## config.mk

```make
export PLATFORM = sky130hd
export DESIGN_NAME = npcs_front
export DESIGN_NICKNAME = d
export VERILOG_FILES = /design/src/rtl/npcs_pkg.sv /design/src/rtl/npcs_front.sv
export SDC_FILE = /design/constraint.sdc
export NUM_CORES = 1
export LEC_CHECK = 0
export ABC_CLOCK_PERIOD_IN_PS = 3300
export BUFFER_PORTS_ARGS = -buffer_cell sky130_fd_sc_hd__buf_4
export CORE_MARGIN = 4
export CORE_UTILIZATION = 35
export DETAILED_ROUTE_END_ITERATION = 7
export PLACE_DENSITY = 0.58
export SYNTH_ARGS = -nofsm -noshare
export SYNTH_HDL_FRONTEND = slang
export SYNTH_SLANG_ARGS = --single-unit
```

## constraint.sdc

```tcl
create_clock -name clk -period 3.3 [get_ports clk]
set_clock_uncertainty 0.05 [all_clocks]
set_input_delay 0.33 -clock clk [delete_from_list [all_inputs] [get_ports clk]]
set_output_delay 0.33 -clock clk [all_outputs]
set_load 0.01 [all_outputs]
```

## src/rtl/npcs_pkg.sv

```systemverilog
// Shared types, constants and helpers for the nearest palette color search.
// No dependencies; imported by every module of the block.
package npcs_pkg;

  localparam int PALETTE_DEPTH = 256;
  localparam int ADDR_W        = $clog2(PALETTE_DEPTH);
  localparam int SIZE_W        = $clog2(PALETTE_DEPTH + 1);
  localparam int CHAN_W        = 8;
  localparam int SQ_W          = 2 * CHAN_W;
  localparam int DIST_W        = SQ_W + 2;
  localparam int IDX_W         = 8;

  localparam int CMD_Q_DEPTH   = 4;
  localparam int CMD_PTR_W     = $clog2(CMD_Q_DEPTH);
  localparam int CMD_CNT_W     = $clog2(CMD_Q_DEPTH + 1);
  localparam int RES_Q_DEPTH   = 2;
  localparam int RES_PTR_W     = $clog2(RES_Q_DEPTH);
  localparam int RES_CNT_W     = $clog2(RES_Q_DEPTH + 1);

  typedef enum logic {
    OP_LOOKUP = 1'b0,
    OP_LOAD   = 1'b1
  } op_t;

  typedef struct packed {
    op_t               op;
    logic [IDX_W-1:0]  entry_index;
    logic [CHAN_W-1:0] red;
    logic [CHAN_W-1:0] green;
    logic [CHAN_W-1:0] blue;
    logic [CHAN_W-1:0] alpha;
  } cmd_t;

  typedef struct packed {
    logic [IDX_W-1:0]  nearest_index;
    logic [DIST_W-1:0] nearest_distance;
    logic              palette_empty;
  } res_t;

  // Squared absolute difference of two channel values.
  function automatic logic [SQ_W-1:0] chan_sq(input logic [CHAN_W-1:0] a,
                                              input logic [CHAN_W-1:0] b);
    logic [CHAN_W-1:0] d;
    d = (a > b) ? (a - b) : (b - a);
    return SQ_W'(d) * SQ_W'(d);
  endfunction

endpackage

```

## src/rtl/npcs_front.sv

```systemverilog
// Front end: accepts input transactions, decodes the command and buffers
// them in a short queue for the search engine. Depends on npcs_pkg.
module npcs_front
  import npcs_pkg::*;
(
  input  logic              clk,
  input  logic              rst,
  input  logic              push,
  output logic              full,
  input  logic              command,
  input  logic [IDX_W-1:0]  entry_index,
  input  logic [CHAN_W-1:0] red,
  input  logic [CHAN_W-1:0] green,
  input  logic [CHAN_W-1:0] blue,
  input  logic [CHAN_W-1:0] alpha,
  output logic              q_valid,
  output cmd_t              q_item,
  input  logic              q_pop
);

  cmd_t                 slots [CMD_Q_DEPTH];
  logic [CMD_PTR_W-1:0] wr_ptr;
  logic [CMD_PTR_W-1:0] rd_ptr;
  logic [CMD_CNT_W-1:0] count;
  logic                 do_push;
  logic                 do_pop;
  cmd_t                 item_in;

  assign full    = (count == CMD_CNT_W'(CMD_Q_DEPTH));
  assign q_valid = (count != '0);
  assign q_item  = slots[rd_ptr];
  assign do_push = push && !full;
  assign do_pop  = q_pop && q_valid;

  always_comb begin
    item_in.op          = command ? OP_LOAD : OP_LOOKUP;
    item_in.entry_index = entry_index;
    item_in.red         = red;
    item_in.green       = green;
    item_in.blue        = blue;
    item_in.alpha       = alpha;
  end

  always_ff @(posedge clk) begin
    if (do_push) slots[wr_ptr] <= item_in;
  end

  always_ff @(posedge clk) begin
    if (rst) begin
      wr_ptr <= '0;
      rd_ptr <= '0;
      count  <= '0;
    end else begin
      if (do_push) wr_ptr <= wr_ptr + 1'b1;
      if (do_pop)  rd_ptr <= rd_ptr + 1'b1;
      case ({do_push, do_pop})
        2'b10:   count <= count + 1'b1;
        2'b01:   count <= count - 1'b1;
        default: count <= count;
      endcase
    end
  end

endmodule

```

; After elaboration in Yosys (flattened, before gate mapping)
; Memory sizes are Yosys's and may differ from the RTL's. A register that Yosys moved wholly into a read port is not among the register bits.
; Index checks and enable logic that the tools add are counted.
[word_totals]
reg_bits = 7
ramBits = 164
inputBits = 45
output_inout_bits = 43
memories = 1
[classes]
addsub = 4
n_eq_ne = 3
n_mux = 6
reduce_logical = 5
[mem_list]
columns = name, words, word_bits, read_ports, rd_ports_with_merged_regs, write_ports, line
row1 = slots, 4, 41, 1, 1, 1, npcs_front.sv:21  ; cmd_t slots [CMD_Q_DEPTH];
[op_table]
columns = cell, n
row1 = 3-bit case mux with 2 select lines, 1
row2 = "2-bit by 1-bit adder with 2-bit output, second input constant", 2
row3 = 2-bit 2-to-1 mux, 2
row4 = "3-bit by 1-bit adder with 3-bit output, second input constant", 1
row5 = "3-bit == test, second input constant", 1
row6 = 1-bit 2-to-1 mux, 3
row7 = 3-bit nonzero test, 1
row8 = "3-bit by 1-bit subtractor with 3-bit output, second input constant", 1
row9 = "2-bit by 1-bit == test with 1-bit output, second input constant", 1
row10 = "2-bit == test, second input constant", 1
row11 = 1-bit logical AND, 2
row12 = 2-bit nonzero test, 1
row13 = 1-bit logical NOT, 1

; Longest topological paths before layout
; Gate-level depths: netlist (run 1).
[logic_depth]
ltp_word = 5
mapped_depth = 9

; Worst setup path before layout (run 1)
; OpenSTA, ideal clock, no wires.
[synth_path]
path_type = reg2reg
startpoint = reg count[2]
endpoint = mem slots[0][0] (netlist name) (enable)
arrival_time_ps = 1779
setup_slack_ps = 1069
path_stages_with_launch = 4
n_path_buf = 0
period_less_slack_ps = 2231
path_cell_list = dfxtp_1 > nor3b_2 > nor2_1 > and2_1
[synth_via]
elab_chain_cells = 5
[synth_rtl]
columns = item, line
row1 = start: declaration, npcs_front.sv:24  ; logic [CMD_CNT_W-1:0] count;
row2 = start signal: assignment, npcs_front.sv:57  ; 2'b10: count <= count + 1'b1;
row3 = start signal: assignment, npcs_front.sv:58  ; 2'b01: count <= count - 1'b1;
row4 = start signal: assignment, npcs_front.sv:59  ; default: count <= count;
row5 = 3-bit == test, npcs_front.sv:29  ; assign full = (count == CMD_CNT_W'(CMD_Q_DEPTH));
row6 = named net full, npcs_front.sv:9  ; output logic full,
row7 = 1-bit logical NOT, npcs_front.sv:32  ; assign do_push = push && !full;
row8 = 1-bit logical AND, npcs_front.sv:32
row9 = 1-bit 2-to-1 mux, npcs_front.sv:45  ; if (do_push) slots[wr_ptr] <= item_in;
row10 = 1-bit 2-to-1 mux (implied by the code), npcs_front.sv:45
row11 = end: declaration, npcs_front.sv:21
; The timed path passes the listed nets, and every way through them passes these cells.

==> results of run 1 <==
==> worst paths after layout <==
check	start	end	slack (ns)	cells past startpoint
max	flip-flop	q_item[24]	0.77	3
min	entry_index[7]	slots[3][39]	0.05	1
max reg2reg	count[2]	count[2]	1.02	9
min reg2reg	wr_ptr[0]	wr_ptr[0]	0.48	2
==> through the flow <==
stage	worst slack, ns	cells	total power, mW	cell area (um2)	hold WS (ns)
2_1_floorplan	1.069	267	3.696	6442	0.3789
3_3_place_gp	1.127	584	4.228	7363	0.4430
3_5_place_dp	1.042	584	4.254	7363	0.4760
4_1_cts	0.6585	614	6.367	7988	0.03571
5_1_grt	0.5780	614	6.564	7988	0.03209
6_report	0.7663	614	6.261	7988	0.05450
==> power groups by stage <==
stage / Sequential [mW] / Combinational (mW) / Clock [mW]
after floorplan: 2.72 / 0.978 / 0
after global placement: 2.83 / 1.40 / 0
after detailed placement: 2.85 / 1.41 / 0
after CTS: 2.80 / 1.41 / 2.15
after global routing: 2.82 / 1.49 / 2.25
final: 2.78 / 1.37 / 2.11
==> cells in the mapped netlist <==
cell,n
sky130_fd_sc_hd__o21ai_0,2
sky130_fd_sc_hd__and2_1,4
sky130_fd_sc_hd__nor3b_2,1
sky130_fd_sc_hd__xor2_1,3
sky130_fd_sc_hd__buf_2,4
sky130_fd_sc_hd__a21oi_1,3
sky130_fd_sc_hd__mux4_1,1
sky130_fd_sc_hd__inv_1,7
sky130_fd_sc_hd__ha_1,5
sky130_fd_sc_hd__buf_6,1
sky130_fd_sc_hd__mux4_2,40
sky130_fd_sc_hd__fa_1,1
sky130_fd_sc_hd__edfxtp_1,164
sky130_fd_sc_hd__xnor2_1,1
sky130_fd_sc_hd__o311ai_0,1
sky130_fd_sc_hd__mux2i_1,1
sky130_fd_sc_hd__buf_12,4
sky130_fd_sc_hd__or3_1,3
sky130_fd_sc_hd__nor2_1,7
sky130_fd_sc_hd__o31a_1,1
sky130_fd_sc_hd__nand2b_1,2
sky130_fd_sc_hd__dfxtp_1,9
sky130_fd_sc_hd__buf_1,2
==> cells by family after synthesis <==
| kind of cell | synth area share, % |
|---|---|
| compound gates | 0.6603 |
| flops | 79.24 |
| buf+inv | 2.253 |
| xor+xnor | 0.5439 |
| simple gates | 1.476 |
| fa+ha+maj | 1.282 |
| mux | 14.55 |
==> layer usage <==
metal,routed length [um],global-route usage (%),vias to the layer above
met4,235,4.906,2
met1,4893,14.44,1529
met2,5992,20.01,68
li1,-,-,1320
met5,13,0,-
met3,715,4.825,23
==> worst max-delay path, delay by kind of cell, from the launching register on <==
| kind | cells | cell delay [ns] |
|---|---|---|
| flip-flops | 1 | 0.69 |
| multiplexers | 1 | 0.55 |
| buffers and inverters | 2 | 0.48 |
==> flip-flops by register name, summed over array words and instances, names as in the netlist, named ones only <==
signal,cells
count,3
slots,164
wr_ptr,2
rd_ptr,2
==> cell type report <==
| cell class | instances | area [um2] | share of cell area (%) |
|---|---|---|---|
| clock inverter | 11 | 191.4 | 2.397 |
| timing repair buffer | 99 | 743.2 | 9.305 |
| multi-input combinational | 76 | 1197 | 14.99 |
| inverter | 7 | 26.28 | 0.3289 |
| sequential | 173 | 5110 | 63.97 |
| clock buffer | 19 | 432.9 | 5.420 |
| tap | 229 | 286.5 | 3.587 |
==> impl_results.md, run 1 <==
* Total Nets Final at 425
* Switching power of the nets at 1.527 mW
* Max_slew headroom at between 60 and 70%
* Antenna cell count at 0
* Sequential group share of total power at 44.5%
* Input/output buffers at 87
* Via-to-Cell Ratio at 4.792
* Final critical-path share of the clock period at 76.78%
* DRC violations left at 0
* Core Footprint at 18,020 um2
* Count of instances resized after the clock tree is built at 0
* Drt initial violations at 167
* Post-synthesis cell type with the largest combined area: sky130_fd_sc_hd__edfxtp_1
* # Post-CTS Setup Buffers at 0
* Vias in the first global route at between 3,000 and 4,000
* Cell internal power dissipation at 4.734 mW
* Result of the run: complete, no violations
* Power per unit of standard cell area at 783.8 nW/um2
* Initial core utilization at 35.74%
* Maximum frequency from static timing analysis at 394.7 MHz
* Cells traversed along the worst timing path: buf_4 -> mux4_2 -> buf_4
* VDD IR-drop max at 0.4208 mV
* Detailed-route wire length at ~12,000 um
* Setup TNS Final at 0 ns
* Number of unique standard cell types used by synthesis at 23
* Deepest clock path buffer count at 2
* CP dominant cell by count: sky130_fd_sc_hd__buf_4
* Warnings from Yosys at 0
* Global-route wire length before repair at 18,000 um
* Clock Latency Late Sink at 0.42 ns
* Post-DRT Antenna Nets at 0
* End-of-flow core utilization at 44.31%
* Number of hold buffers added after cts at 0
* Mapped Cells at 267
* Total track usage at 12.18%
* Static Leakage at 2.720 nW
* Final max-slew violation count at 0
* Transition at the pin with the smallest max-transition slack at 0.5256 ns
* Yosys top cell area share at 76.44%
* Most common library cell in the layout ignoring fill and taps: sky130_fd_sc_hd__edfxtp_1
* Final min period at 2.534 ns
* Crit end category: output port
* Die width at 143.7 um
* Drt pass-1 iters at 4
* WL/cell at 19.30 um
* Hold/Removal Path Class: input pin to flip-flop
* CP max FO at 25
* Net count of the mapped netlist at around 320
* Largest incremental delay on the critical path at 0.69 ns
* # IOs at 88
* Required time worst endpoint at 2.92 ns
* Count of state elements after synthesis at around 170
* Estimated wirelength of the detail-placed design at roughly 7600 um
* Power share of the clock group at about 34%
* RSZ-0062 raised after global routing: no
* Die Outline Area at 20,640 um2
* Number of antenna violations at the first check in global routing at 1
* Count of clock tree sinks at 173
* Count of standard-cell rows at 49
* WP data arrival at 2.15 ns
* Area growth syn-to-layout at 23.99%
* Count of filler cells inserted in the layout at 1,563
* WS Path Type: flip-flop to output port
* Combinational fraction of design power at 21.8%
* Count of endpoints failing hold in the final timing report at 0
* Number of CTS-inserted buffers at 17
* Die H at approximately 140 um
* CTS H-tree depth at 4
* Max Cap Viol at 0
* Clock tree from TritonCTS: done
* Global placer's final weighted congestion at roughly 0.75
* Area contributors post-synth: sky130_fd_sc_hd__edfxtp_1 76%, sky130_fd_sc_hd__mux4_2 14%, sky130_fd_sc_hd__dfxtp_1 2.8%
* Global route overflow at 0
* Post-CTS clock slew at the launch and capture registers of the worst setup and hold paths at around 0.06 ns
* Routed vias at 2,942
* Final setup violation count at 0
* Share of cells above drive strength 1 at 45.19%
* Switching Share at 24.39%
* Most used cells in the layout excluding fill and tap cells: 164 x sky130_fd_sc_hd__edfxtp_1, 99 x sky130_fd_sc_hd__buf_4, 40 x sky130_fd_sc_hd__mux4_2
* Root Driver: sky130_fd_sc_hd__clkbuf_16
* Avg Cell Area, Syn at 24.13 um2
* Sequential element share of the synthesized area at about four fifths
* Area of the mapped netlist at approximately 6400 um2
* CP Launch Type: flip-flop
* Maximum number of pins on one net before global-route repair at 26
* Cell type of the slowest stage on the worst timing path: sky130_fd_sc_hd__dfxtp_4
Power figures use the tool's default switching activity.
==> inputs of run 2 (changes only) <==
Settings changed: ABC_CLOCK_PERIOD_IN_PS 3300 to 2300, PLACE_DENSITY 0.58 to 0.6.
Clock period 3.3 ns to 2.3 ns, I/O delays scaled along.
==> impl_results.md, run 2 (synthesized netlist as in run 1, its figures left out) <==
* Result of the run: complete, no violations (unchanged)
* Maximum frequency from static timing analysis at 455.8 MHz
* # IOs at 88 (unchanged)
* Global route overflow at 0 (unchanged)
* End-of-flow core utilization at 46.78% (was 44.31%)
* Total Nets Final at 467 (was 425)
* Drt initial violations at 166 (was 167)
* Routed vias at 3,091 (was 2,942)
* Static Leakage at 2.882 nW (was 2.720 nW)
* DP Area at 7398 um2 (was 7363 um2)
* Power per unit of standard cell area at 1056 nW/um2 (was 783.8 nW/um2)
* Total track usage at 11.85% (was 12.18%)
* CP max FO at 10 (was 25)
* WP data arrival at 1.91 ns (was 2.15 ns)
* WS Path Type: flip-flop to output port (unchanged)
* Hold/Removal Path Class: input pin to flip-flop (unchanged)
* Initial core utilization at 35.74% (unchanged)
* Global-route wire length before repair at 17,830 um (was 18,000 um)
* Count of cells along the worst hold path at 4 (was 1)
* Antenna cell count at 0 (unchanged)
* Via-to-Cell Ratio at 4.698 (was 4.792)
* Number of antenna violations at the first check in global routing at 0 (was 1)
* Count of clock tree sinks at 173 (unchanged)
* Hold path startpoint: push (was entry_index[7])
* Post-CTS clock slew at the launch and capture registers of the worst setup and hold paths at 0.07 ns (was 0.06 ns)
* Required time worst endpoint at 2.02 ns (was 2.92 ns)
* Core Footprint at 18,020 um2 (unchanged)
* Hold Path End: wr_ptr[0] (was slots[3][39])
* Die Outline Area at 20,640 um2 (unchanged)
* Top reg by flops: slots (unchanged)
* Count of filler cells inserted in the layout at 1,571 (was 1,563)
* Reg-to-Reg Start: count[2] (unchanged)
* Setup slack of the most critical reg-to-reg path at 0.13 ns (was 1.02 ns)
* Clock tree from TritonCTS: done (unchanged)
* Largest registers in the final layout: slots x164, count x3 (unchanged)
* Input/output buffers at 87 (unchanged)
* Most common library cell in the layout ignoring fill and taps: sky130_fd_sc_hd__edfxtp_1 (unchanged)
* Area taken by multi-input logic gates at 1204 um2 (was 1197 um2)
* DRC violations left at 0 (unchanged)
* Vias in the first global route at 3,310 (was 3,257)
* Detailed-route wire length at 11,760 um (was 11,850 um)
* Global placer's final weighted congestion at 0.7016 (was 0.7504)
* Root Driver: sky130_fd_sc_hd__clkbuf_16 (unchanged)
* Crit end category: output port (unchanged)
* CTS H-tree depth at 4 (unchanged)
* Clock Latency Late Sink at 0.42 ns (about the same)
* Area growth syn-to-layout at 30.88% (was 23.99%)
* Transition at the pin with the smallest max-transition slack at 0.4970 ns (was 0.5256 ns)
* Max_slew headroom at 66.45% (was 64.96%)
* WL/cell at 17.87 um (was 19.30 um)
* Combined flip-flop and latch cell area at 5112 um2 (was 5110 um2)
* Die H at 143.7 um (unchanged)
* Estimated wirelength of the detail-placed design at 6954 um (was 7639 um)
* Worst R2R Path Depth at 9 (unchanged)
* RR Endpoint: count[2] (unchanged)
* Final min period at 2.194 ns
* Die width at 143.7 um (unchanged)
* Count of endpoints failing hold in the final timing report at 0 (unchanged)
* CP Launch Type: flip-flop (unchanged)
* Final setup violation count at 0 (unchanged)
* Share of cells above drive strength 1 at 41.03% (was 45.19%)
* Final max-slew violation count at 0 (unchanged)
* Deepest clock path buffer count at 2 (unchanged)
* Maximum number of pins on one net before global-route repair at 42 (was 26)
* Number of CTS-inserted buffers at 17 (unchanged)
* Final critical-path share of the clock period at 95.39%
* Drt pass-1 iters at 5 (was 4)
* Setup TNS Final at 0 ns (unchanged)
* Count of standard-cell rows at 49 (unchanged)
* Largest register FFs at 164 (unchanged)
* Most used cells in the layout excluding fill and tap cells: 164 x sky130_fd_sc_hd__edfxtp_1, 94 x sky130_fd_sc_hd__buf_4, 42 x sky130_fd_sc_hd__dlygate4sd3_1 (was 164 x sky130_fd_sc_hd__edfxtp_1, 99 x sky130_fd_sc_hd__buf_4, 40 x sky130_fd_sc_hd__mux4_2)
* VDD IR-drop max at 0.5623 mV (was 0.4208 mV)
* Area of all placed cells without fillers at 8432 um2 (was 7988 um2)
* Max Cap Viol at 0 (unchanged)
* Post-DRT Antenna Nets at 0 (unchanged)
run 2: cell types whose count changed in the layout (fill, tap and decap cells not counted), sizes merged:
cell         change
bufinv           -3
buf              -1
dlygate4sd3     +42
clkinvlp         +2
clkinv           +3
clkbuf           -1
inv              +2
run 2: layout make-up:
cell class                 count  area share, %
timing repair buffer         141          14.60
clock inverter                15          1.736
sequential                   173          60.63
tap                          229          3.398
clock buffer                  17          5.045
multi-input combinational     76          14.28
inverter                       7         0.3116
run 2: worst max-delay path, stage by stage (launching register included):
cell                      delay (ns)
sky130_fd_sc_hd__dfxtp_4        0.51
sky130_fd_sc_hd__buf_12         0.20
sky130_fd_sc_hd__mux4_1         0.61
sky130_fd_sc_hd__buf_4          0.17
run 2: worst max-delay path by stage:
stage             endpoint  slack [ns]  cells after the start
4_1_cts         q_item[31]       0.007                      3
6_report        q_item[31]        0.11                      3
5_1_grt           count[2]      -0.006                      9
2_1_floorplan  slots[2][0]        0.07                      3
3_5_place_dp      count[2]        0.05                      9
3_3_place_gp      count[2]        0.17                      9
run 2: through the flow:
step | setup slack, ns | std cells | hold WS (ns) | power, mW
3_3_place_gp | 0.1719 | 582 | 0.3787 | 6.134
3_5_place_dp | 0.04949 | 582 | 0.3838 | 6.175
2_1_floorplan | 0.06907 | 267 | 0.2789 | 5.303
5_1_grt | -0.006207 | 658 | 0.1376 | 9.356
4_1_cts | 0.007312 | 656 | 0.1147 | 8.996
6_report | 0.1060 | 658 | 0.1426 | 8.901
run 2: power by group:
group          internal, mW  total, mW  switching [mW]  leakage, nW
clock                  1.60       2.74            1.14        0.275
combinational          1.26       2.24           0.980         1.03
sequential             3.77       3.93           0.152         1.58
total                  6.63       8.90            2.27         2.88
run 2: metal layers:
layer | vias up | global-route usage, % | share of wire, %
met2 | 61 | 19.47 | 51
li1 | 1410 | - | -
met3 | 8 | 4.093 | 4.5
met4 | 0 | 4.163 | 1.1
met1 | 1612 | 14.69 | 44
met5 | - | 0 | 0
run 2: repair_timing:
item	CTS	global route
buffers inserted	0	1
endpoints found under the setup margin	0	2
hold endpoints to repair	172	0
gates resized for setup	0	3
hold buffers	42	0
==> inputs of run 3 (changes only) <==
Settings changed: CORE_MARGIN 4 to 2.
==> impl_results.md, run 3 (synthesized netlist as in run 1, its figures left out) <==
* Result of the run: complete, no violations (unchanged)
* Most common library cell in the layout ignoring fill and taps: sky130_fd_sc_hd__edfxtp_1 (unchanged)
* Die H at 139.7 um (was 143.7 um)
* Share of cells above drive strength 1 at 41.94% (was 41.03%)
* Die Outline Area at 19,510 um2 (was 20,640 um2)
* DP Area at 7393 um2 (was 7398 um2)
* Antenna cell count at 0 (unchanged)
* Max Cap Viol at 0 (unchanged)
* Cells traversed along the worst timing path: nor3b_4 -> nor2_2 -> inv_1 -> ha_2 -> inv_1 -> fa_1 -> xor2_1 -> or3_1 -> a21oi_1 (was buf_12 -> mux4_1 -> buf_4)
* Root Driver: sky130_fd_sc_hd__clkbuf_16 (unchanged)
* Final min period at 2.157 ns (was 2.194 ns)
* CP dominant cell by count: sky130_fd_sc_hd__inv_1
* Number of antenna violations at the first check in global routing at 0 (unchanged)
* RR Endpoint: count[2] (unchanged)
* Input/output buffers at 87 (unchanged)
* VDD IR-drop max at 0.5452 mV (was 0.5623 mV)
* Maximum number of pins on one net before global-route repair at 42 (unchanged)
* Number of CTS-inserted buffers at 17 (unchanged)
* Clock Latency Late Sink at 0.42 ns (about the same)
* Post-CTS clock slew at the launch and capture registers of the worst setup and hold paths at 0.06 ns (was 0.07 ns)
* Die width at 139.7 um (was 143.7 um)
* Count of cells along the worst hold path at 4 (unchanged)
* Clock tree from TritonCTS: done (unchanged)
* Total Nets Final at 472 (was 467)
* Post-DRT Antenna Nets at 0 (unchanged)
* Setup slack of the most critical reg-to-reg path at 0.14 ns (was 0.13 ns)
* Hold Path End: wr_ptr[0] (unchanged)
* Max_slew headroom at 65.69% (was 66.45%)
* WS Path Type: flip-flop to flip-flop (was flip-flop to output port)
* Drt initial violations at 147 (was 166)
* Area growth syn-to-layout at 31.97% (was 30.88%)
* Setup TNS Final at 0 ns (unchanged)
* Final critical-path share of the clock period at 93.80% (was 95.39%)
* Required time worst endpoint at 2.60 ns (was 2.02 ns)
* Area of all placed cells without fillers at 8502 um2 (was 8432 um2)
* Static Leakage at 2.925 nW (was 2.882 nW)
* Detailed-route wire length at 11,640 um (was 11,760 um)
* Count of clock tree sinks at 173 (unchanged)
* Top reg by flops: slots (unchanged)
* Total track usage at 12.57% (was 11.85%)
* Global placer's final weighted congestion at 0.6902 (was 0.7016)
* Power per unit of standard cell area at 1080 nW/um2 (was 1056 nW/um2)
* DRC violations left at 0 (unchanged)
* Most used cells in the layout excluding fill and tap cells: 164 x sky130_fd_sc_hd__edfxtp_1, 101 x sky130_fd_sc_hd__buf_4, 42 x sky130_fd_sc_hd__dlygate4sd3_1 (was 164 x sky130_fd_sc_hd__edfxtp_1, 94 x sky130_fd_sc_hd__buf_4, 42 x sky130_fd_sc_hd__dlygate4sd3_1)
* Vias in the first global route at 3,354 (was 3,310)
* CP Launch Type: flip-flop (unchanged)
* Global-route wire length before repair at 18,220 um (was 17,830 um)
* Via-to-Cell Ratio at 4.707 (was 4.698)
* Final setup violation count at 0 (unchanged)
* Initial core utilization at 35.74% (unchanged)
* Transition at the pin with the smallest max-transition slack at 0.5082 ns (was 0.4970 ns)
* Hold path startpoint: push (unchanged)
* Reg-to-Reg Start: count[2] (unchanged)
* Worst R2R Path Depth at 9 (unchanged)
* Cell type of the slowest stage on the worst timing path: sky130_fd_sc_hd__dfxtp_2 (was sky130_fd_sc_hd__mux4_1)
* CP max FO at 6 (was 10)
* WP data arrival at 2.45 ns (was 1.91 ns)
* Final max-slew violation count at 0 (unchanged)
* Largest register FFs at 164 (unchanged)
* Crit end category: flip-flop (was output port)
* CTS H-tree depth at 4 (unchanged)
* Core Footprint at 18,020 um2 (unchanged)
* Largest incremental delay on the critical path at 0.37 ns (was 0.61 ns)
* # IOs at 88 (unchanged)
* Maximum frequency from static timing analysis at 463.5 MHz (was 455.8 MHz)
* Count of endpoints failing hold in the final timing report at 0 (unchanged)
* Count of standard-cell rows at 49 (unchanged)
* Estimated wirelength of the detail-placed design at 6740 um (was 6954 um)
* Drt pass-1 iters at 4 (was 5)
* RSZ-0062 raised after global routing: no
* WL/cell at 17.56 um (was 17.87 um)
* Largest registers in the final layout: slots x164, count x3 (unchanged)
* Global route overflow at 0 (unchanged)
* Routed vias at 3,121 (was 3,091)
* Deepest clock path buffer count at 2 (unchanged)
* Hold/Removal Path Class: input pin to flip-flop (unchanged)
==> run 3: cell count changes in the layout (fill, tap and decap cells not counted), sizes merged <==
cell	before	now
buf	98	104
bufinv	2	5
clkbuf	18	19
inv	10	8
clkinv	8	6
clkinvlp	2	1
==> run 3: how the worst max path moves through the flow <==
stage,cells past startpoint,slack (ns),to,start
after floorplan,3,0.07,slots[2][0],count[2]
after global placement,9,0.18,count[2],count[2]
after detailed placement,9,0.06,count[2],count[2]
after CTS,3,0.02,q_item[38],flip-flop
after global routing,9,0.006,count[2],count[2]
final,9,0.14,count[2],count[2]
==> run 3: power breakdown <==
group	switching [mW]	internal (mW)
Sequential	0.117	3.78
Combinational	1.00	1.26
Clock	1.11	1.91
Total	2.23	6.95
==> run 3: worst max-delay path, delay by kind of cell, from the launching register on <==
family / cells / cell delay, ns
fa+ha+maj: 2 / 0.56
compound gates: 1 / 0.15
buf+inv: 2 / 0.13
simple gates: 3 / 0.66
flops: 1 / 0.37
xor+xnor: 1 / 0.16
==> run 3: stage by stage <==
step | util (%) | total power, mW | instances | hold WS [ns] | setup slack (ns)
after CTS | 46.83 | 9.233 | 657 | 0.1223 | 0.01629
after floorplan | - | 5.303 | 267 | 0.2789 | 0.06907
after global placement | 41.02 | 6.102 | 583 | 0.3786 | 0.1850
after global routing | 47.17 | 9.580 | 663 | 0.2204 | 0.006359
final | 47.17 | 9.181 | 663 | 0.1815 | 0.1426
after detailed placement | 41.02 | 6.138 | 583 | 0.3831 | 0.05862
==> run 3: cell type report <==
cell class,instances,area (um2)
clock buffers,19,432.9
clock inverters,13,195.2
fillers,1528,9523
inverters,7,26.28
multi-input cells,76,1209
flip-flops and latches,173,5114
well taps,229,286.5
repair buffers,146,1239
==> run 3: layer usage <==
metal / up-vias / part of all wire, % / GRT usage, %
met1: 1619 / 43 / 15.53
met3: 16 / 5.0 / 4.233
met2: 68 / 51 / 20.82
met5: - / 0 / 0
li1: 1418 / - / -
met4: 0 / 1.5 / 4.421
==> run 3: timing repair <==
item | CTS | global route
hold buffers | 42 | 0
gates resized for setup | 0 | 6
buffers inserted | 0 | 6
hold endpoints to repair | 172 | 0
setup endpoints to repair | 0 | 11
