[config.mk]
export PLATFORM = sky130hd
export DESIGN_NAME = npcs_result_q
export DESIGN_NICKNAME = d
export VERILOG_FILES = /design/src/rtl/npcs_pkg.sv /design/src/rtl/npcs_result_q.sv
export SDC_FILE = /design/constraint.sdc
export NUM_CORES = 1
export LEC_CHECK = 0
export BUFFER_PORTS_ARGS = -buffer_cell sky130_fd_sc_hd__buf_2
export CAP_MARGIN = 10
export CORE_UTILIZATION = 40
export CTS_CLUSTER_SIZE = 14
export DETAILED_ROUTE_END_ITERATION = 8
export GPL_TIMING_DRIVEN = 0
export HOLD_SLACK_MARGIN = 0.12
export PLACE_DENSITY = 0.66
export SLEW_MARGIN = 10
export SYNTH_ARGS = -nofsm -noshare
export SYNTH_HDL_FRONTEND = slang
export SYNTH_SLANG_ARGS = --single-unit
[constraint.sdc]
create_clock -name clk -period 2.8 [get_ports clk]
set_input_delay 0.56 -clock clk [delete_from_list [all_inputs] [get_ports clk]]
set_output_delay 0.56 -clock clk [all_outputs]
set_load 0.02 [all_outputs]
[src/rtl/npcs_pkg.sv]
// Shared types, constants and helpers for the nearest palette color search.
// No dependencies; imported by every module of the block.
package npcs_pkg;

  localparam int PALETTE_DEPTH = 256;
  localparam int ADDR_W        = $clog2(PALETTE_DEPTH);
  localparam int SIZE_W        = $clog2(PALETTE_DEPTH + 1);
  localparam int CHAN_W        = 8;
  localparam int SQ_W          = 2 * CHAN_W;
  localparam int DIST_W        = SQ_W + 2;
  localparam int IDX_W         = 8;

  localparam int CMD_Q_DEPTH   = 4;
  localparam int CMD_PTR_W     = $clog2(CMD_Q_DEPTH);
  localparam int CMD_CNT_W     = $clog2(CMD_Q_DEPTH + 1);
  localparam int RES_Q_DEPTH   = 2;
  localparam int RES_PTR_W     = $clog2(RES_Q_DEPTH);
  localparam int RES_CNT_W     = $clog2(RES_Q_DEPTH + 1);

  typedef enum logic {
    OP_LOOKUP = 1'b0,
    OP_LOAD   = 1'b1
  } op_t;

  typedef struct packed {
    op_t               op;
    logic [IDX_W-1:0]  entry_index;
    logic [CHAN_W-1:0] red;
    logic [CHAN_W-1:0] green;
    logic [CHAN_W-1:0] blue;
    logic [CHAN_W-1:0] alpha;
  } cmd_t;

  typedef struct packed {
    logic [IDX_W-1:0]  nearest_index;
    logic [DIST_W-1:0] nearest_distance;
    logic              palette_empty;
  } res_t;

  // Squared absolute difference of two channel values.
  function automatic logic [SQ_W-1:0] chan_sq(input logic [CHAN_W-1:0] a,
                                              input logic [CHAN_W-1:0] b);
    logic [CHAN_W-1:0] d;
    d = (a > b) ? (a - b) : (b - a);
    return SQ_W'(d) * SQ_W'(d);
  endfunction

endpackage

[src/rtl/npcs_result_q.sv]
// Result queue between the scan engine and the output side.
// Holds finished lookups until popped. Depends on npcs_pkg.
module npcs_result_q
  import npcs_pkg::*;
(
  input  logic clk,
  input  logic rst,
  input  logic push,
  input  res_t push_data,
  output logic full,
  input  logic pop,
  output logic empty,
  output res_t head
);

  res_t                 slots [RES_Q_DEPTH];
  logic [RES_PTR_W-1:0] wr_ptr;
  logic [RES_PTR_W-1:0] rd_ptr;
  logic [RES_CNT_W-1:0] count;
  logic                 do_push;
  logic                 do_pop;

  assign full    = (count == RES_CNT_W'(RES_Q_DEPTH));
  assign empty   = (count == '0);
  assign head    = slots[rd_ptr];
  assign do_push = push && !full;
  assign do_pop  = pop && !empty;

  always_ff @(posedge clk) begin
    if (do_push) slots[wr_ptr] <= push_data;
  end

  always_ff @(posedge clk) begin
    if (rst) begin
      wr_ptr <= '0;
      rd_ptr <= '0;
      count  <= '0;
    end else begin
      if (do_push) wr_ptr <= wr_ptr + 1'b1;
      if (do_pop)  rd_ptr <= rd_ptr + 1'b1;
      case ({do_push, do_pop})
        2'b10:   count <= count + 1'b1;
        2'b01:   count <= count - 1'b1;
        default: count <= count;
      endcase
    end
  end

endmodule

After elaboration in Yosys (flattened, before gate mapping)

Memory sizes are Yosys's and may differ from the RTL's. A register that Yosys moved wholly into a read port is not among the register bits.
Index checks and enable logic that the tools add are counted.

Multiplexer cells: 5
Reductions and logical operators: 6
Equal/unequal tests: 3
Add/sub/neg operators: 4

Operators with widths:

| operator                                         | number |
|---|---|
| == test 2 bit, second input constant             | 2 |
| two-way mux 1 bit                                | 4 |
| case mux 2 bit (2 select lines)                  | 1 |
| adder 1 bit, second input constant               | 2 |
| adder 2 x 1 -> 2 bit, second input constant      | 1 |
| == test 2 x 1 -> 1 bit, second input constant    | 1 |
| logical AND 1 bit                                | 2 |
| logical NOT 1 bit                                | 2 |
| logical NOT 2 bit                                | 1 |
| nonzero test 2 bit                               | 1 |
| subtractor 2 x 1 -> 2 bit, second input constant | 1 |

Input bits: 31
RAM bits: 54
Logic and storage cells: 22
Memories kept: 1
Bits in registers: 4
Output and inout port bits: 29

Memories:

| name  | depth | width | rd ports | clocked after Yosys merged registers in | wr ports | RTL line            | RTL |
|---|---|---|---|---|---|---|---|
| slots | 2     | 27    | 1        | 1                                       | 1        | npcs_result_q.sv:16 | `res_t slots [RES_Q_DEPTH];` |

Depth between registers and ports, before layout

Gate-level depths: netlist of run 1.

Word-level depth: 5
Gate-level depth with buffers: 6
Depth with buffers taken out: 6

Worst setup path after synthesis of run 1

No wires, ideal clock.

Path kind: input-to-reg
Start: input push
End: memory slots[0][0] (netlist bit) (enable)
Stages: 3
Path slack: 0.925 ns
Buffers on the path: 0
Data required time: 2.418 ns
Library setup time: 0.382 ns
Data arrival time: 1.493 ns
Cell sequence: inv_1 or3_1 inv_1

Word-level cells in the longest chain between the ends: 3

Ends and longest elaborated chain:

| element                                 | RTL line            | RTL |
|---|---|---|
| start, declared                         | npcs_result_q.sv:8  | `input logic push,` |
| logical AND 1 bit                       | npcs_result_q.sv:26 | `assign do_push = push && !full;` |
| two-way mux 1 bit                       | npcs_result_q.sv:30 | `if (do_push) slots[wr_ptr] <= push_data;` |
| two-way mux 1 bit (not written as such) | npcs_result_q.sv:30 |  |
| end, declared                           | npcs_result_q.sv:16 |  |

Every way passes these cells.

==> qor.json, run 1 <==
{
  "finish": {
    "num-fill-cells": 437,
    "design.final.nets": 212,
    "flow.area_growth_from_synthesis_pct": 25.8,
    "insertedDiodeCount": 0,
    "final_layout_size_suffix_gt1_frac": 0.500,
    "instances_no_fill": 254,
    "most_frequent_cells_in_the_layout": "sky130_fd_sc_hd__buf_2, sky130_fd_sc_hd__edfxtp_1, sky130_fd_sc_hd__mux2_2, sky130_fd_sc_hd__mux2_1, sky130_fd_sc_hd__clkbuf_8",
    "layout_commonest_cell": "sky130_fd_sc_hd__buf_2"
  },
  "clocking": {
    "clk-insertion-delay-late_ps": 320,
    "cts_root_buffer": "sky130_fd_sc_hd__clkbuf_8",
    "cts.reportedPaths.clkPinSlew_ps": 60,
    "h_tree_levels": 3,
    "clk_path_buf_depth": 2,
    "clock_sinks": 59,
    "cts-hold-fix-buffers": 0,
    "postCtsSetupRepairBufs": 0,
    "cts_made_buffers": 9,
    "post_cts_resize_count": 0,
    "clock_tree_from_tritoncts": "done"
  },
  "logic_synthesis": {
    "async_reset_ff_frac": 0,
    "synth-edff-count": 54,
    "synth_top_area_share": 0.749,
    "synthesis.yosys.warnings": 0,
    "syn_nets": 142,
    "yosys_most_used_dff": "sky130_fd_sc_hd__edfxtp_1",
    "synth_area_leader_cell": "sky130_fd_sc_hd__edfxtp_1",
    "netlist_area_mm2": 0.00216,
    "ys_seq_area_frac": 0.795,
    "ys_types": 18,
    "synth.top_cells.by_area": "sky130_fd_sc_hd__edfxtp_1, sky130_fd_sc_hd__mux2_2, sky130_fd_sc_hd__mux2_1",
    "syn_area_per_cell_um2": 19.7,
    "netlist_instances": 110,
    "synth.ff_latch_count": 59
  },
  "sta": {
    "max_freq_mhz": 450,
    "timing.max_slew.rel_slack": 0.274,
    "finClkSkew_ps": 4.69,
    "setup_repair_after_global_routing_missed_its_margin": "no",
    "worst-slew-pin-transition_ps": 1090,
    "fin_setup_tns_ps": 0,
    "final_max_slew_viol_count": 0,
    "fin_crit_ps": 2220,
    "hold_ws_ps": 418,
    "endpoints_failing_hold": 0,
    "final-setup-viol-count": 0,
    "period_utilization": 0.794,
    "setup_ws_ps": 576
  },
  "grt": {
    "grt_pass1_wl_mm": 5.31,
    "antenna_found_initial": 0,
    "grt_max_degree": 28,
    "globalRoute.totalOverflow": 0,
    "grtUsageTotal": 0.138,
    "grt_pass1_vias": 1164
  },
  "placement": {
    "io_buffers": 59,
    "place_worst_setup_slack_ps": 456,
    "globalplace.congestion": 0.622,
    "post-dp-hpwl_mm": 2.34,
    "placedCellCount": 239
  },
  "detailed_routing": {
    "route.detailed.wl_per_inst_um": 14.2,
    "via_count": 1188,
    "detailedRoute.firstIterationViolations": 36,
    "firstDrtPassIters": 4,
    "postRouteAntennaNets": 0,
    "detail_route.vias_per_cell": 4.68,
    "route.final.wire_length_mm": 3.60,
    "route.detailed.drc": 0
  },
  "pwr": {
    "vdd_drop_max_uv": 476,
    "power.density_cell_area_mw_per_mm2": 964,
    "power_mw": 2.62,
    "power.leakage_nw": 1.05
  },
  "floorplan": {
    "die_h_um": 75.6,
    "placeableCoreArea_mm2": 0.00517,
    "die_width_um": 75.6,
    "num_io_pins": 60,
    "start_util": 0.418,
    "fp.dieArea_mm2": 0.00571,
    "std_cell_rows": 26
  },
  "worst_hold_path": {
    "timing.hold.worst.start": "push_data[15]",
    "min_path_cells": 1,
    "hold_path.class": "in -> reg",
    "worstHoldEndpoint": "slots[1][15]$_DFFE_PP_"
  },
  "worst_setup_path": {
    "crit_required_ps": 2240,
    "critical_path.n_buffers_inverters": 3,
    "r2r_cells": 4,
    "timing.setup.critical_path_class": "reg -> out",
    "timing.rr.start": "count[0]$_SDFFE_PP0P_",
    "cp_cell_sequence": "buf_2 > buf_2 > mux2_2 > buf_2",
    "r2r_end": "slots[0][25]$_DFFE_PP_",
    "timing.critical_path.slowest_cell_delay_ps": 380,
    "wp_data_arrival_ps": 1660,
    "cpMaxStageDelayCell": "sky130_fd_sc_hd__mux2_2",
    "worst-path-max-fanout": 10,
    "critPathMostFrequentCell": "sky130_fd_sc_hd__buf_2",
    "r2r_setup_slack_ps": 620,
    "endpoint_kind": "output port",
    "critical_path.top_delay_family": "buffers and inverters",
    "cp-start-kind": "register"
  },
  "status": {
    "status": "finished, final reports clean"
  },
  "job": {
    "max_cap_viol_count": 0
  }
}
flip-flops by register name (all words and copies together), names as in the netlist, named ones only:
register	flops
slots	54
count	2
rd_ptr	1
wr_ptr	1
power breakdown:
group	internal, mW	switching (mW)
Sequential	1.12	0.0465
Combinational	0.302	0.460
Clock	0.399	0.296
synth_stat cells (2+ instances only):
cell type                   n
sky130_fd_sc_hd__a21oi_1    2
sky130_fd_sc_hd__buf_2      3
sky130_fd_sc_hd__dfxtp_1    5
sky130_fd_sc_hd__edfxtp_1  54
sky130_fd_sc_hd__inv_1      2
sky130_fd_sc_hd__mux2_1    11
sky130_fd_sc_hd__mux2_2    16
sky130_fd_sc_hd__nor2_1     4
sky130_fd_sc_hd__o21ai_0    2
sky130_fd_sc_hd__or3_1      2
sky130_fd_sc_hd__xnor2_1    2
logic make-up (layout without fill, tap and decap cells):
kind of cell / count (synthesis) / after routing / synth area share
adders and majority gates: 1 / 1 / 0.00578
AOI/OAI and AO/OA: 5 / 5 / 0.0127
muxes: 27 / 27 / 0.140
xor gates and xnor gates: 3 / 3 / 0.0121
buffers and inverters: 6 / 80 / 0.0121
and+or+nand+nor: 9 / 9 / 0.0214
DFF: 59 / 59 / 0.795
through the flow:
step,area [um^2],utilization
detailed placement,2550,0.493
global route,2720,0.526
global placement,2550,0.493
finish,2720,0.526
floorplan,2160,-
CTS,2720,0.526
routing by layer:
layer | global-route usage | vias to the layer above | wire [um]
met2 | 0.237 | 42 | 1870
met1 | 0.141 | 575 | 1420
met5 | 0 | - | 0
met3 | 0.0542 | 10 | 216
li1 | - | 561 | -
met4 | 0.0864 | 0 | 94
worst max path at each step:
stage,start,end,slack [ps],cells past startpoint
2_1_floorplan,push,slots[0][0]$_DFFE_PP_,930,3
3_3_place_gp,push,slots[0][16]$_DFFE_PP_,530,4
3_5_place_dp,push,slots[0][23]$_DFFE_PP_,460,4
4_1_cts,register,head[19],520,4
5_1_grt,register,head[1],450,4
6_report,register,head[1],580,4
area by class of cell:
type                    instances  area [um^2]  area share
clock buffers                  11          131      0.0483
plain buffers                   3         15.0     0.00551
repair buffers                 59          295       0.108
clock inverters                 4         42.5      0.0156
inverters                       3         11.3     0.00414
flip-flops and latches         59         1720       0.632
well taps                      70         87.6      0.0322
multi-input cells              45          418       0.153
(Power assumes the default switching activity.)
==> run 2: changes to the inputs <==
==> constraint.sdc (replaced) <==
create_clock -name clk -period 2.25 [get_ports clk]
set_input_delay 0.45 -clock clk [delete_from_list [all_inputs] [get_ports clk]]
set_output_delay 0.45 -clock clk [all_outputs]
set_load 0.02 [all_outputs]
==> qor.json, run 2 (synthesized netlist as in run 1, its figures left out) <==
{
  "worst_setup_path": {
    "timing.rr.start": {"value": "count[0]$_SDFFE_PP0P_", "change": "unchanged"},
    "r2r_cells": {"value": 4, "change": "unchanged"},
    "timing.setup.critical_path_class": {"value": "reg -> out", "change": "unchanged"},
    "endpoint_kind": {"value": "output port", "change": "unchanged"},
    "wp_data_arrival": {"value": 1660, "unit": "ps", "change": "about the same"},
    "r2r_setup_slack": {"value": 410, "unit": "ps", "change": "was 620 ps"},
    "worst-path-max-fanout": {"value": 10, "change": "unchanged"},
    "cp-start-kind": {"value": "register", "change": "unchanged"},
    "crit_required": {"value": 1800, "unit": "ps", "change": "was 2240 ps"},
    "r2r_end": {"value": "slots[0][25]$_DFFE_PP_", "change": "unchanged"}
  },
  "placement": {
    "post-dp-hpwl": {"value": 2.34, "unit": "mm", "change": "unchanged"},
    "placedCellCount": {"value": 239, "change": "unchanged"},
    "placement.cell_area": {"value": 0.00255, "unit": "mm^2", "change": "unchanged"},
    "io_buffers": {"value": 59, "change": "unchanged"},
    "globalplace.congestion": {"value": 0.622, "change": "unchanged"}
  },
  "worst_hold_path": {
    "min_path_cells": {"value": 1, "change": "unchanged"},
    "hold_path.class": {"value": "in -> reg", "change": "unchanged"},
    "worstHoldEndpoint": {"value": "slots[1][15]$_DFFE_PP_", "change": "unchanged"},
    "timing.hold.worst.start": {"value": "push_data[15]", "change": "unchanged"}
  },
  "sta": {
    "endpoints_failing_hold": {"value": 0, "change": "unchanged"},
    "final_max_slew_viol_count": {"value": 0, "change": "unchanged"},
    "final-setup-viol-count": {"value": 0, "change": "unchanged"},
    "period_utilization": 0.939,
    "setup_repair_after_global_routing_missed_its_margin": {"value": "no", "change": "unchanged"},
    "max_freq_mhz": 473,
    "timing.max_slew.rel_slack": {"value": 0.558, "change": "was 0.274"},
    "worst-slew-pin-transition": {"value": 664, "unit": "ps", "change": "was 1090 ps"},
    "finClkSkew": {"value": 3.96, "unit": "ps", "change": "was 4.69 ps"},
    "fin_crit_ps": 2110,
    "fin_setup_tns": {"value": 0, "unit": "ps", "change": "unchanged"}
  },
  "floorplan": {
    "std_cell_rows": {"value": 26, "change": "unchanged"},
    "fp.dieArea": {"value": 0.00571, "unit": "mm^2", "change": "unchanged"},
    "die_width": {"value": 75.6, "unit": "um", "change": "unchanged"},
    "placeableCoreArea": {"value": 0.00517, "unit": "mm^2", "change": "unchanged"},
    "die_h": {"value": 75.6, "unit": "um", "change": "unchanged"},
    "start_util": {"value": 0.418, "change": "unchanged"},
    "num_io_pins": {"value": 60, "change": "unchanged"}
  },
  "finish": {
    "largest_reg_flops": {"value": 54, "change": "unchanged"},
    "flow.area_growth_from_synthesis": {"value": 26.0, "unit": "%", "change": "was 25.8%"},
    "final_layout_size_suffix_gt1_frac": {"value": 0.505, "change": "was 0.500"},
    "largest-register": {"value": "slots", "change": "unchanged"},
    "most_frequent_cells_in_the_layout": {"value": "sky130_fd_sc_hd__buf_2, sky130_fd_sc_hd__edfxtp_1, sky130_fd_sc_hd__mux2_2, sky130_fd_sc_hd__mux2_1, sky130_fd_sc_hd__clkbuf_8", "change": "unchanged"},
    "biggestRegsByFlops": {"value": "slots x54, count x2", "change": "unchanged"},
    "layout_commonest_cell": {"value": "sky130_fd_sc_hd__buf_2", "change": "unchanged"},
    "design_area": {"value": 0.00273, "unit": "mm^2", "change": "was 0.00272 mm^2"},
    "instances_no_fill": {"value": 254, "change": "unchanged"},
    "insertedDiodeCount": {"value": 0, "change": "unchanged"},
    "utilization": {"value": 0.527, "change": "was 0.526"},
    "design.final.nets": {"value": 212, "change": "unchanged"}
  },
  "job": {
    "max_cap_viol_count": {"value": 0, "change": "unchanged"}
  },
  "grt": {
    "grt_pass1_wl": {"value": 5.31, "unit": "mm", "change": "unchanged"},
    "globalRoute.totalOverflow": {"value": 0, "change": "unchanged"},
    "antenna_found_initial": {"value": 0, "change": "unchanged"},
    "grt_max_degree": {"value": 28, "change": "unchanged"},
    "grt_pass1_vias": {"value": 1164, "change": "unchanged"},
    "grtUsageTotal": {"value": 0.138, "change": "unchanged"}
  },
  "detailed_routing": {
    "via_count": {"value": 1188, "change": "unchanged"},
    "route.detailed.drc": {"value": 0, "change": "unchanged"},
    "route.detailed.wl_per_inst": {"value": 14.2, "unit": "um", "change": "unchanged"},
    "detailedRoute.firstIterationViolations": {"value": 36, "change": "unchanged"},
    "firstDrtPassIters": {"value": 4, "change": "unchanged"},
    "route.final.wire_length": {"value": 3.60, "unit": "mm", "change": "unchanged"},
    "detail_route.vias_per_cell": {"value": 4.68, "change": "unchanged"},
    "postRouteAntennaNets": {"value": 0, "change": "unchanged"}
  },
  "clocking": {
    "clk-insertion-delay-late": {"value": 320, "unit": "ps", "change": "about the same"},
    "clock_sinks": {"value": 59, "change": "unchanged"},
    "h_tree_levels": {"value": 3, "change": "unchanged"},
    "clk_path_buf_depth": {"value": 2, "change": "unchanged"},
    "clock_tree_from_tritoncts": {"value": "done", "change": "unchanged"},
    "cts.reportedPaths.clkPinSlew": {"value": 60, "unit": "ps", "change": "about the same"},
    "cts_root_buffer": {"value": "sky130_fd_sc_hd__clkbuf_8", "change": "unchanged"},
    "cts_made_buffers": {"value": 9, "change": "unchanged"}
  },
  "pwr": {
    "vdd_drop_max": {"value": 592, "unit": "uV", "change": "was 476 uV"},
    "power.density_cell_area": {"value": 1200, "unit": "mW/mm^2", "change": "was 964 mW/mm^2"},
    "power.leakage": {"value": 1.04, "unit": "nW", "change": "was 1.05 nW"}
  },
  "status": {
    "status": {"value": "finished, final reports clean", "change": "unchanged"}
  }
}
## run 2: cell count changes in the layout (fill, tap and decap cells not counted)
cell	change
sky130_fd_sc_hd__clkinvlp_4	+1
sky130_fd_sc_hd__inv_1	-1
## run 2: what timing repair did
action,CTS,global route
setup endpoints to repair,0,27
hold buffers,0,0
gates resized for setup,0,1
buffers inserted,0,0
## run 2: metrics by stage
step	hold WS, ps	total power, mW	setup slack (ps)
after global routing	295	3.43	6.17
after global placement	472	2.40	92.7
after detailed placement	509	2.44	16.2
after CTS	291	3.32	0.595
final	309	3.27	137
after floorplan	452	2.13	384
## run 2: cell type report
class | instances | area [um^2]
plain buffers | 3 | 15.0
clock buffers | 11 | 131
clock inverters | 4 | 42.5
fillers | 437 | 2450
inverters | 3 | 15.0
multi-input cells | 45 | 418
flip-flops and latches | 59 | 1720
well taps | 70 | 87.6
repair buffers | 59 | 295
## run 2: worst max-delay path: stages, from the launching register on
cell and delay (ps):
sky130_fd_sc_hd__dfxtp_1 300, sky130_fd_sc_hd__buf_2 210, sky130_fd_sc_hd__buf_2 290, sky130_fd_sc_hd__mux2_2 380, sky130_fd_sc_hd__buf_2 160
## run 2: worst max-delay path by stage
stage / startpoint / endpoint / slack (ps) / cells after the start
floorplan: count[0]$_SDFFE_PP0P_ / slots[0][0]$_DFFE_PP_ / 380 / 4
global placement: push / slots[0][16]$_DFFE_PP_ / 90 / 4
detailed placement: push / slots[0][23]$_DFFE_PP_ / 20 / 4
CTS: count[0]$_SDFFE_PP0P_ / slots[0][9]$_DFFE_PP_ / 0.6 / 4
global route: register / head[1] / 6 / 4
finish: register / head[1] / 140 / 4
## run 2: power breakdown
part | total, mW | internal [mW] | switching, mW
combinational | 0.952 | 0.377 | 0.575
clock | 0.864 | 0.496 | 0.368
sequential | 1.45 | 1.39 | 0.0579
total | 3.27 | 2.27 | 1.00
## run 2: per-layer routing
| metal | wire (um) | track usage | vias to the layer above |
|---|---|---|---|
| met5 | 0 | 0 | - |
| met4 | 94 | 0.0864 | 0 |
| met3 | 227 | 0.0542 | 10 |
| met2 | 1870 | 0.237 | 44 |
| met1 | 1410 | 0.141 | 573 |
| li1 | - | - | 561 |
==> run 3: changes to the inputs <==
==> constraint.sdc (replaced) <==
create_clock -name clk -period 2.25 [get_ports clk]
set_input_delay 0.225 -clock clk [delete_from_list [all_inputs] [get_ports clk]]
set_output_delay 0.225 -clock clk [all_outputs]
set_load 0.02 [all_outputs]
==> qor.json, run 3 (synthesized netlist as in run 1, its figures left out) <==
{
  "status": {
    "status": {"value": "finished, final reports clean", "change": "unchanged"}
  },
  "floorplan": {
    "die_h": {"value": 75.6, "unit": "um", "change": "unchanged"},
    "fp.dieArea": {"value": 0.00571, "unit": "mm^2", "change": "unchanged"},
    "num_io_pins": {"value": 60, "change": "unchanged"},
    "die_width": {"value": 75.6, "unit": "um", "change": "unchanged"},
    "placeableCoreArea": {"value": 0.00517, "unit": "mm^2", "change": "unchanged"},
    "std_cell_rows": {"value": 26, "change": "unchanged"},
    "start_util": {"value": 0.418, "change": "unchanged"}
  },
  "sta": {
    "final_max_slew_viol_count": {"value": 0, "change": "unchanged"},
    "worst-slew-pin-transition": {"value": 650, "unit": "ps", "change": "was 664 ps"},
    "timing.max_slew.rel_slack": {"value": 0.567, "change": "was 0.558"},
    "endpoints_failing_hold": {"value": 0, "change": "unchanged"},
    "period_utilization": {"value": 0.840, "change": "was 0.939"},
    "setup_repair_after_global_routing_missed_its_margin": {"value": "no", "change": "unchanged"},
    "setup_ws": {"value": 360, "unit": "ps", "change": "was 137 ps"},
    "max_freq": {"value": 529, "unit": "MHz", "change": "was 473 MHz"},
    "fin_crit": {"value": 1890, "unit": "ps", "change": "was 2110 ps"},
    "finClkSkew": {"value": 5.04, "unit": "ps", "change": "was 3.96 ps"},
    "fin_setup_tns": {"value": 0, "unit": "ps", "change": "unchanged"},
    "final-setup-viol-count": {"value": 0, "change": "unchanged"}
  },
  "clocking": {
    "cts.reportedPaths.clkPinSlew": {"value": 60, "unit": "ps", "change": "about the same"},
    "postCtsSetupRepairBufs": {"value": 0, "change": "unchanged"},
    "clk_path_buf_depth": {"value": 2, "change": "unchanged"},
    "cts_made_buffers": {"value": 9, "change": "unchanged"},
    "cts_root_buffer": {"value": "sky130_fd_sc_hd__clkbuf_8", "change": "unchanged"},
    "clk-insertion-delay-late": {"value": 320, "unit": "ps", "change": "about the same"},
    "clock_sinks": {"value": 59, "change": "unchanged"},
    "h_tree_levels": {"value": 3, "change": "unchanged"},
    "clock_tree_from_tritoncts": {"value": "done", "change": "unchanged"}
  },
  "worst_setup_path": {
    "critPathMostFrequentCell": {"value": "sky130_fd_sc_hd__buf_2", "change": "unchanged"},
    "critical_path.n_buffers_inverters": {"value": 3, "change": "unchanged"},
    "worst-path-max-fanout": {"value": 10, "change": "unchanged"},
    "endpoint_kind": {"value": "output port", "change": "unchanged"},
    "cpMaxStageDelayCell": {"value": "sky130_fd_sc_hd__mux2_2", "change": "unchanged"},
    "cp-start-kind": {"value": "register", "change": "unchanged"},
    "r2r_end": {"value": "slots[0][14]$_DFFE_PP_", "change": "was slots[0][25]$_DFFE_PP_"},
    "crit_required": {"value": 2030, "unit": "ps", "change": "was 1800 ps"},
    "timing.setup.critical_path_class": {"value": "reg -> out", "change": "unchanged"},
    "r2r_cells": {"value": 4, "change": "unchanged"},
    "timing.critical_path.slowest_cell_delay": {"value": 370, "unit": "ps", "change": "was 380 ps"},
    "cp_cell_sequence": {"value": "buf_2 > buf_2 > mux2_2 > buf_2", "change": "unchanged"},
    "timing.rr.start": {"value": "count[0]$_SDFFE_PP0P_", "change": "unchanged"},
    "critical_path.top_delay_family": {"value": "buffers and inverters", "change": "unchanged"},
    "wp_data_arrival": {"value": 1660, "unit": "ps", "change": "about the same"},
    "r2r_setup_slack": {"value": 400, "unit": "ps", "change": "was 410 ps"}
  },
  "placement": {
    "place_worst_setup_slack": {"value": 28.0, "unit": "ps", "change": "was 16.2 ps"},
    "globalplace.congestion": {"value": 0.622, "change": "unchanged"},
    "post-dp-hpwl": {"value": 2.34, "unit": "mm", "change": "unchanged"},
    "io_buffers": {"value": 59, "change": "unchanged"}
  },
  "pwr": {
    "clock_power_share": {"value": 0.261, "change": "was 0.265"},
    "power.switching_fraction": {"value": 0.306, "change": "about the same"},
    "power.density_cell_area": {"value": 1100, "unit": "mW/mm^2", "change": "was 1200 mW/mm^2"},
    "power_report.internal_total": {"value": 2.30, "unit": "mW", "change": "was 2.27 mW"},
    "power.sequential.fraction": {"value": 0.439, "change": "was 0.444"},
    "combinationalPowerShare": {"value": 0.300, "change": "was 0.291"},
    "power.leakage": {"value": 1.16, "unit": "nW", "change": "was 1.04 nW"},
    "vdd_drop_max": {"value": 578, "unit": "uV", "change": "was 592 uV"},
    "total_switching_power": {"value": 1.01, "unit": "mW", "change": "was 1.00 mW"},
    "power": {"value": 3.31, "unit": "mW", "change": "was 3.27 mW"}
  },
  "finish": {
    "final_layout_size_suffix_gt1_frac": {"value": 0.439, "change": "was 0.505"},
    "most_frequent_cells_in_the_layout": {"value": "sky130_fd_sc_hd__buf_2, sky130_fd_sc_hd__edfxtp_1, sky130_fd_sc_hd__dlygate4sd3_1, sky130_fd_sc_hd__mux2_2, sky130_fd_sc_hd__mux2_1", "change": "was sky130_fd_sc_hd__buf_2, sky130_fd_sc_hd__edfxtp_1, sky130_fd_sc_hd__mux2_2, sky130_fd_sc_hd__mux2_1, sky130_fd_sc_hd__clkbuf_8"},
    "insertedDiodeCount": {"value": 0, "change": "unchanged"},
    "design.final.nets": {"value": 240, "change": "was 212"},
    "flow.area_growth_from_synthesis": {"value": 38.9, "unit": "%", "change": "was 26.0%"},
    "layout_commonest_cell": {"value": "sky130_fd_sc_hd__buf_2", "change": "unchanged"},
    "largest_reg_flops": {"value": 54, "change": "unchanged"},
    "largest-register": {"value": "slots", "change": "unchanged"},
    "biggestRegsByFlops": {"value": "slots x54, count x2", "change": "unchanged"}
  },
  "grt": {
    "grtUsageTotal": {"value": 0.151, "change": "was 0.138"},
    "gr-usage-met1": {"value": 0.161, "change": "was 0.141"},
    "globalRoute.totalOverflow": {"value": 0, "change": "unchanged"},
    "antenna_found_initial": {"value": 0, "change": "unchanged"},
    "globalRoute.busiestLayer": {"value": "met2", "change": "unchanged"},
    "grt_pass1_vias": {"value": 1287, "change": "was 1,164"},
    "grt_util_met2": {"value": 0.265, "change": "was 0.237"},
    "grt_max_degree": {"value": 28, "change": "unchanged"},
    "global_route.usage.met3": {"value": 0.0476, "change": "was 0.0542"},
    "grt_pass1_wl": {"value": 5.88, "unit": "mm", "change": "was 5.31 mm"}
  },
  "detailed_routing": {
    "detail_route.vias_per_cell": {"value": 4.56, "change": "was 4.68"},
    "via_count": {"value": 1286, "change": "was 1,188"},
    "route.detailed.wl_per_inst": {"value": 13.8, "unit": "um", "change": "was 14.2 um"},
    "postRouteAntennaNets": {"value": 0, "change": "unchanged"},
    "firstDrtPassIters": {"value": 4, "change": "unchanged"},
    "route.detailed.drc": {"value": 0, "change": "unchanged"},
    "route.final.wire_length": {"value": 3.89, "unit": "mm", "change": "was 3.60 mm"},
    "detailedRoute.firstIterationViolations": {"value": 47, "change": "was 36"}
  },
  "worst_hold_path": {
    "timing.hold.worst.start": {"value": "pop", "change": "was push_data[15]"},
    "hold_path.class": {"value": "in -> reg", "change": "unchanged"},
    "min_path_cells": {"value": 4, "change": "was 1"}
  },
  "job": {
    "max_cap_viol_count": {"value": 0, "change": "unchanged"}
  }
}
==> run 3: changes by cell type in the layout (fill, tap and decap cells not counted) <==
cell	delta
sky130_fd_sc_hd__dlygate4sd3_1	+28
==> run 3: cell type report <==
cell class                 count  area [um^2]
buffer                         3         15.0
clock buffer                  11          131
clock inverter                 4         42.5
fill                         425         2170
inverter                       3         15.0
multi-input combinational     45          418
sequential                    59         1720
tap                           70         87.6
timing repair buffer          87          576
==> run 3: power by group through the flow <==
stage	Sequential, mW	Combinational (mW)	Clock (mW)
2_1_floorplan	1.45	0.678	0
3_3_place_gp	1.46	0.937	0
3_5_place_dp	1.48	0.965	0
4_1_cts	1.46	1.01	0.891
5_1_grt	1.47	1.08	0.926
6_report	1.45	0.993	0.866
==> run 3: per-layer routing <==
layer | vias to the layer above | wire [um] | share of wire
met4 | 0 | 87 | 0.022
li1 | 620 | - | -
met3 | 9 | 176 | 0.045
met1 | 615 | 1560 | 0.40
met5 | - | 0 | 0
met2 | 42 | 2070 | 0.53
==> run 3: how the worst max path moves through the flow <==
stage / start / endpoint / slack, ps / depth (start not counted)
after floorplan: count[0]$_SDFFE_PP0P_ / slots[0][0]$_DFFE_PP_ / 380 / 4
after global placement: count[0]$_SDFFE_PP0P_ / slots[0][16]$_DFFE_PP_ / 120 / 4
after detailed placement: count[0]$_SDFFE_PP0P_ / slots[0][23]$_DFFE_PP_ / 30 / 4
after CTS: count[0]$_SDFFE_PP0P_ / slots[0][9]$_DFFE_PP_ / 0.6 / 4
after global routing: register / head[17] / 230 / 4
final: register / head[1] / 360 / 4
==> run 3: timing repair <==
| action | 4_1_cts | 5_1_grt |
|---|---|---|
| resized for setup | 0 | 1 |
| setup endpoints to repair | 0 | 27 |
| endpoints found under the hold margin | 59 | 0 |
| hold buffers | 28 | 0 |
==> run 3: worst register-to-register path: cells and delay by family, from the launching register on <==
family | cells | cell delay (ps)
AND/OR/NAND/NOR | 2 | 550
flip-flops | 1 | 430
buffers and inverters | 2 | 490
==> run 3: through the flow <==
step / instance area (um^2) / hold WS [ps] / util / cells
floorplan: 2160 / 294 / - / 110
global placement: 2550 / 413 / 0.493 / 239
detailed placement: 2550 / 416 / 0.493 / 239
CTS: 3000 / 293 / 0.580 / 282
global route: 3010 / 362 / 0.581 / 282
finish: 3010 / 323 / 0.581 / 282
